`config.mk`:
```
export PLATFORM = sky130hd
export DESIGN_NAME = rpdh_div
export DESIGN_NICKNAME = d
export VERILOG_FILES = /design/src/hw/rtl/rpdh_pkg.sv /design/src/hw/rtl/rpdh_div.sv
export SDC_FILE = /design/constraint.sdc
export NUM_CORES = 1
export LEC_CHECK = 0
export ABC_CLOCK_PERIOD_IN_PS = 8100
export BUFFER_PORTS_ARGS = -buffer_cell sky130_fd_sc_hd__buf_2
export CAP_MARGIN = 15
export CORE_UTILIZATION = 30
export DETAILED_ROUTE_END_ITERATION = 10
export GPL_TIMING_DRIVEN = 0
export PLACE_DENSITY = 0.47
export SETUP_SLACK_MARGIN = 0.1
export SYNTH_ARGS = -nofsm -noshare
export SYNTH_HDL_FRONTEND = slang
export SYNTH_SLANG_ARGS = --single-unit
export TNS_END_PERCENT = 20
```
`constraint.sdc`:
```
create_clock -name i_clk -period 8.1 [get_ports i_clk]
set_clock_uncertainty 0.1 [all_clocks]
set_input_delay 0.405 -clock i_clk [delete_from_list [all_inputs] [get_ports i_clk]]
set_output_delay 0.405 -clock i_clk [all_outputs]
set_load 0.02 [all_outputs]
```
`src/hw/rtl/rpdh_pkg.sv`:
```
`default_nettype none
package rpdh_pkg;

    localparam int unsigned MAX_BINS_LOG2_DEF = 10;
    localparam int unsigned COUNT_WIDTH_DEF   = 32;

    // width of an effective bins_log2 value (holds up to 31)
    localparam int unsigned K_W = 5;

    localparam logic [3:0] BINS_LOG2_RST = 4'd10;

    localparam logic [1:0] CMD_ADD   = 2'd0;
    localparam logic [1:0] CMD_READ  = 2'd1;
    localparam logic [1:0] CMD_CLEAR = 2'd2;

endpackage
`default_nettype wire

```
`src/hw/rtl/rpdh_div.sv`:
```
`default_nettype none
module rpdh_div #(
    parameter int unsigned Q_W = rpdh_pkg::MAX_BINS_LOG2_DEF
) (
    input  wire logic                     i_clk,
    input  wire logic                     i_rst_n,
    input  wire logic                     i_start,
    input  wire logic [31:0]              i_num,
    input  wire logic [31:0]              i_den,
    input  wire logic [rpdh_pkg::K_W-1:0] i_k,
    output logic                          o_done,
    output logic [Q_W-1:0]                o_quot
);

    logic                     r_run;
    logic                     r_done;
    logic [rpdh_pkg::K_W-1:0] r_cnt;
    logic [31:0]              r_rem;
    logic [31:0]              r_den;
    logic [Q_W-1:0]           r_quot;

    logic [32:0] shifted;
    logic [32:0] diff;
    logic        q_bit;
    logic [31:0] n_rem;
    logic [Q_W-1:0] n_quot;

    // one restoring step per cycle: quotient bit of 2*rem against den
    always_comb begin
        shifted = {r_rem, 1'b0};
        diff    = shifted - {1'b0, r_den};
        q_bit   = ~diff[32];
        n_rem   = q_bit ? diff[31:0] : shifted[31:0];
        n_quot  = Q_W'({r_quot, q_bit});
    end

    always_ff @(posedge i_clk) begin
        if (!i_rst_n) begin
            r_run  <= 1'b0;
            r_done <= 1'b0;
            r_cnt  <= '0;
        end else begin
            r_done <= 1'b0;
            if (i_start) begin
                r_run <= 1'b1;
                r_cnt <= i_k;
            end else if (r_run) begin
                r_cnt <= r_cnt - rpdh_pkg::K_W'(1);
                if (r_cnt == rpdh_pkg::K_W'(1)) begin
                    r_run  <= 1'b0;
                    r_done <= 1'b1;
                end
            end
        end
    end

    always_ff @(posedge i_clk) begin
        if (i_start) begin
            r_rem  <= i_num;
            r_den  <= i_den;
            r_quot <= '0;
        end else if (r_run) begin
            r_rem  <= n_rem;
            r_quot <= n_quot;
        end
    end

    assign o_done = r_done;
    assign o_quot = r_quot;

endmodule
`default_nettype wire

```
Word level (Yosys, flattened, before mapping)
Cells that the tools add are included.

Flip-flop bits (word level): 81. Input bits: 72. Output and inout port bits: 11. Word-level logic and storage cells: 23.

Bitwise logic cells: 3. Reductions and logical operators: 2. Mux-type cells: 9. Equal/unequal tests: 1. Add/subtract/negate cells: 2.

Operators with widths (count): $mux W32 (3); $sub A33 B32 Y33 (1); $mux W5 (2); $eq A5 B1 Y1 const B (1); $sub A5 B1 Y5 const B (1); $mux W1 (4); $not A1 Y1 (3); $reduce_or A3 Y1 (1); $reduce_bool A2 Y1 (1).

Depth between registers and ports, before layout
Word-level depth: 4. Gate-level depth with buffers: 13. Gate-level depth less buffers: 10.

Worst setup path before layout
Ideal clock, no wire load.

Path type: register -> register. Start: reg r_rem[0]. End: reg r_rem[29], data pin. Clock period less this slack: 3036 ps. Slack: 5064 ps. Cell stages (with the launch flop): 12. Data required time: 7736 ps. Buffers on the path: 2. Arrival: 2672 ps. Library setup time: 264 ps. Path through: edfxtp_1 > fa_1 > a211oi_2 > o211ai_1 > a211oi_2 > o21a_1 > nor4b_4 > or3_4 > buf_6 > buf_8 > nand3_1 > nand4_1.

Cells in the longest elaborated chain, start to end: 4.

Ends and longest elaborated chain: from (decl) (RTL line rpdh_div.sv:18) `logic [31:0] r_rem;`; from (signal assigned) (RTL line rpdh_div.sv:59) `r_rem <= i_num;`; from (signal assigned) (RTL line rpdh_div.sv:63) `r_rem <= n_rem;`; $sub A33 B32 Y33 (RTL line rpdh_div.sv:31) `diff = shifted - {1'b0, r_den};`; $mux W32 (RTL line rpdh_div.sv:33) `n_rem = q_bit ? diff[31:0] : shifted[31:0];`; $mux W32 (RTL line rpdh_div.sv:62) `end else if (r_run) begin`; $mux W32 (RTL line rpdh_div.sv:58) `if (i_start) begin`.

No other way between the ends. The select of a mux whose other input is x is not followed. A chain may end at the register's enable or synchronous reset.

Final worst setup path
Start: reg r_rem[0]. End: reg r_rem[16], data pin.

The elaborated chain is that of the path after synthesis.

==> flow_summary_export.csv <==
group,metric,value,unit
pwr,switching_share,41.59,%
floorplan,die_width,136.6,microns
timing,setup_viol,0,
synthesis,async_flop_share,0,%
outcome,status,"complete, no violations",
clock_tree,clk_pin_slew,70,ps
worst_setup_path,cp_max_fo,10,
synthesis,yosys-top-cells-area,"edfxtp_1 35%, ha_1 7.6%, dfxtp_1 6.3%",
worst_setup_path,crit_path_cell_trace,"fa_1 > a211oi_2 > o211ai_1 > a211oi_2 > o21a_1 > nor4b_4 > nor3_4 > buf_2 > nand2_1 > a31oi_2",
pwr,p_sw,0.8119,mW
finish,nets,776,
placed_design,numPortBuffers,82,
timing,min_period_over_period,44.92,%
clock_tree,cts_tree,"built",
route,avgRoutedWirePerCell,17.49,microns
floorplan,core_region_area,0.01748,sq mm
grt,grt_use_met1,24.40,%
grt,antenna_found_initial,1,
grt,busiest_layer,"met2",
worst_setup_path,cp.required,8190,ps
synthesis,netlist_area,0.005436,sq mm
pwr,p_comb_share,48.7,%
floorplan,io_pins,83,
grt,grt_use_met3,4.259,%
pwr,leakage,2.701,nW
timing,worst_pin_slew,1011,ps
worst_setup_path,cpMostUsedCell,"a211oi_2",
pwr,seq_power_share,29.7,%
worst_setup_path,cp-end-kind,"register",
clock_tree,cts-root-buf,"clkbuf_16",
worst_setup_path,crit_path_top_delay_cell,"nor3_4",
pwr,peakVddDrop,123.8,uV
clock_tree,cts_setup_buffers,0,
pwr,clkPwrFrac,21.6,%
finish,drive_gt1_share,21.33,%
route,drc,0,
floorplan,die_area,0.01866,sq mm
synthesis,ys_seq_area_share,41.61,%
floorplan,initial_core_util,31.11,%
synthesis,synthDistinctLibCells,65,
worst_setup_path,crit_type,"register to register",
timing,relSlewSlack,32.58,%
synthesis,syn_inst,577,
worst_setup_path,start_kind,"register",
clock_tree,cts_sinks,81,
route,vias_per_cell,5.152,
pwr,total_power,1.952,mW
grt,use_met2,28.54,%
synthesis,avgSynthCellArea,9.422,sq um
synthesis,ys_warn_count,0,
synthesis,synth-seq-cells,81,
finish,ff_latch_area,0.002262,sq mm
synthesis,synth.most_common_cell,"nand2_1",
hold_path,hold_class,"primary input to register",
clock_tree,cts_resized,0,
worst_setup_path,critical-path-top-delay-family,"compound AO/OA/AOI/OAI gates",
synthesis,ys.flop_type,"edfxtp_1",
timing,setup-tns-final,0,ps
floorplan,num_rows,48,
finish,area_growth,18.27,%
grt,grt_pass1_wl,25160,microns
placed_design,hpwl,11420,microns
grt,grtUsageTotal,18.06,%
timing,hold_viol,0,
job,maxCapViolations,0,
pwr,internal-power,1.140,mW
route,drt_iter0_drc,328,
route,firstDrtPassIters,4,
pwr,power.density,303.6,mW/mm^2
grt,grt_pass1_vias,4664,
clock_tree,cts_made_buffers,9,
route,num_vias,4637,
finish,multi_input_area,0.002858,sq mm
synthesis,synth_top_area_share,35.35,%
grt,grt_start_max_net_pins,39,
finish,diodes,0,
clock_tree,clk_path_buf_depth,2,
worst_setup_path,path_buf_inv,1,
synthesis,synth-edff-count,64,
placed_design,gp_congestion,0.8956,
clock_tree,htree_levels,3,
clock_tree,worstSkewPairLatency,350,ps
timing,grt_setup_unrepaired,"no",
route,antenna_left,0,
grt,grt_remaining_overflow,0,
synthesis,yosysTopAreaCell,"edfxtp_1",
timing,maxSlewViolCount,0,
worst_setup_path,slowest_delay,540,ps
worst_setup_path,arrival,3730,ps
timing,min_period,3638,ps
route,wl,15740,microns
finish,fillCellCount,1780,
floorplan,die_h,136.6,microns
synthesis,synth_nets,683,
timing,fmax,0.2749,GHz
synthesis,synthTopCellsByCount,"65 x nand2_1, 64 x edfxtp_1, 48 x nor2_1",
clock_tree,holdBufCountCts,0,
## routing by layer
layer / up-vias / part of all wire [%]
met1: 2235 / 49
met4: 0 / 1.4
met5: - / 0
met3: 14 / 4.6
met2: 98 / 45
li1: 2290 / -
## layout make-up
type | count | share of cell area, %
inverter | 43 | 2.510
clock inverter | 5 | 0.6811
buffer | 29 | 2.413
sequential | 81 | 35.18
multi-input combinational | 424 | 44.44
tap | 225 | 4.378
clock buffer | 11 | 4.009
timing repair buffer | 82 | 6.383
## cell usage in the layout (no fill, tap or decap), types with 7 or more instances in the layout
cell        n
buf_2      89
nand2_1    65
edfxtp_1   64
nor2_1     48
inv_1      43
a21oi_1    40
ha_1       33
o21ai_0    26
dfxtp_1    17
xnor2_1    15
clkbuf_1   14
a31oi_1    13
mux2i_1    12
xor2_1     11
a21o_1     10
nand3_1    10
clkbuf_16  10
nand4_1     9
nand2_2     8
a211oi_1    8
and3_1      7
nor2b_1     7
a31oi_2     7
## state kept, by name, summed over array words and instances, names as in the netlist
| register | flops |
|---|---|
| r_cnt | 5 |
| r_rem | 32 |
| o_done | 1 |
| r_den | 32 |
| r_run | 1 |
| o_quot | 10 |
## worst paths after layout
kind                               start                endpoint  depth (start not counted)  slack [ps]
setup / recovery      r_rem[0]$_DFFE_PP_     r_rem[16]$_DFFE_PP_                         10        4460
hold / removal                 i_den[28]     r_den[28]$_DFFE_PP_                          1         120
setup reg to reg      r_rem[0]$_DFFE_PP_     r_rem[16]$_DFFE_PP_                         10        4460
hold reg to reg   o_quot[9]$_SDFFE_PP0P_  o_quot[9]$_SDFFE_PP0P_                          2         410
## cell families (layout without fill, tap and decap cells)
logic type,count (synthesis),count (layout),synth area share (%)
fa+ha+maj,34,34,7.963
flops,81,81,41.61
compound gates,162,162,21.01
buf+inv,72,170,5.823
mux,12,12,2.210
xor+xnor,26,26,4.189
simple gates,190,190,17.19
## worst reg2reg max path: stages, from the launching register on
cell      delay [ps]
edfxtp_1         440
fa_1             520
a211oi_2         280
o211ai_1         210
a211oi_2         330
o21a_1           250
nor4b_4           80
nor3_4           540
buf_2            390
nand2_1          120
a31oi_2          200
## per-stage QoR
stage | hold slack, ps | std cells | util, % | cell area, sq um | setup slack [ps]
global placement | 381.6 | 884 | 35.07 | 6128 | 4462
detailed placement | 387.6 | 884 | 35.07 | 6128 | 4457
global route | 111.1 | 900 | 36.79 | 6430 | 4193
floorplan | 403.9 | 577 | - | 5436 | 5064
CTS | 110.0 | 900 | 36.79 | 6430 | 4412
finish | 123.9 | 900 | 36.79 | 6430 | 4462
## power groups by stage
stage / Combinational, mW / Sequential, mW / Clock, mW
2_1_floorplan: 0.701 / 0.575 / 0
3_3_place_gp: 0.937 / 0.587 / 0
3_5_place_dp: 0.940 / 0.588 / 0
4_1_cts: 0.948 / 0.580 / 0.436
5_1_grt: 1.06 / 0.588 / 0.450
6_report: 0.950 / 0.580 / 0.422
Note: power is estimated with default switching activity, not from simulation.
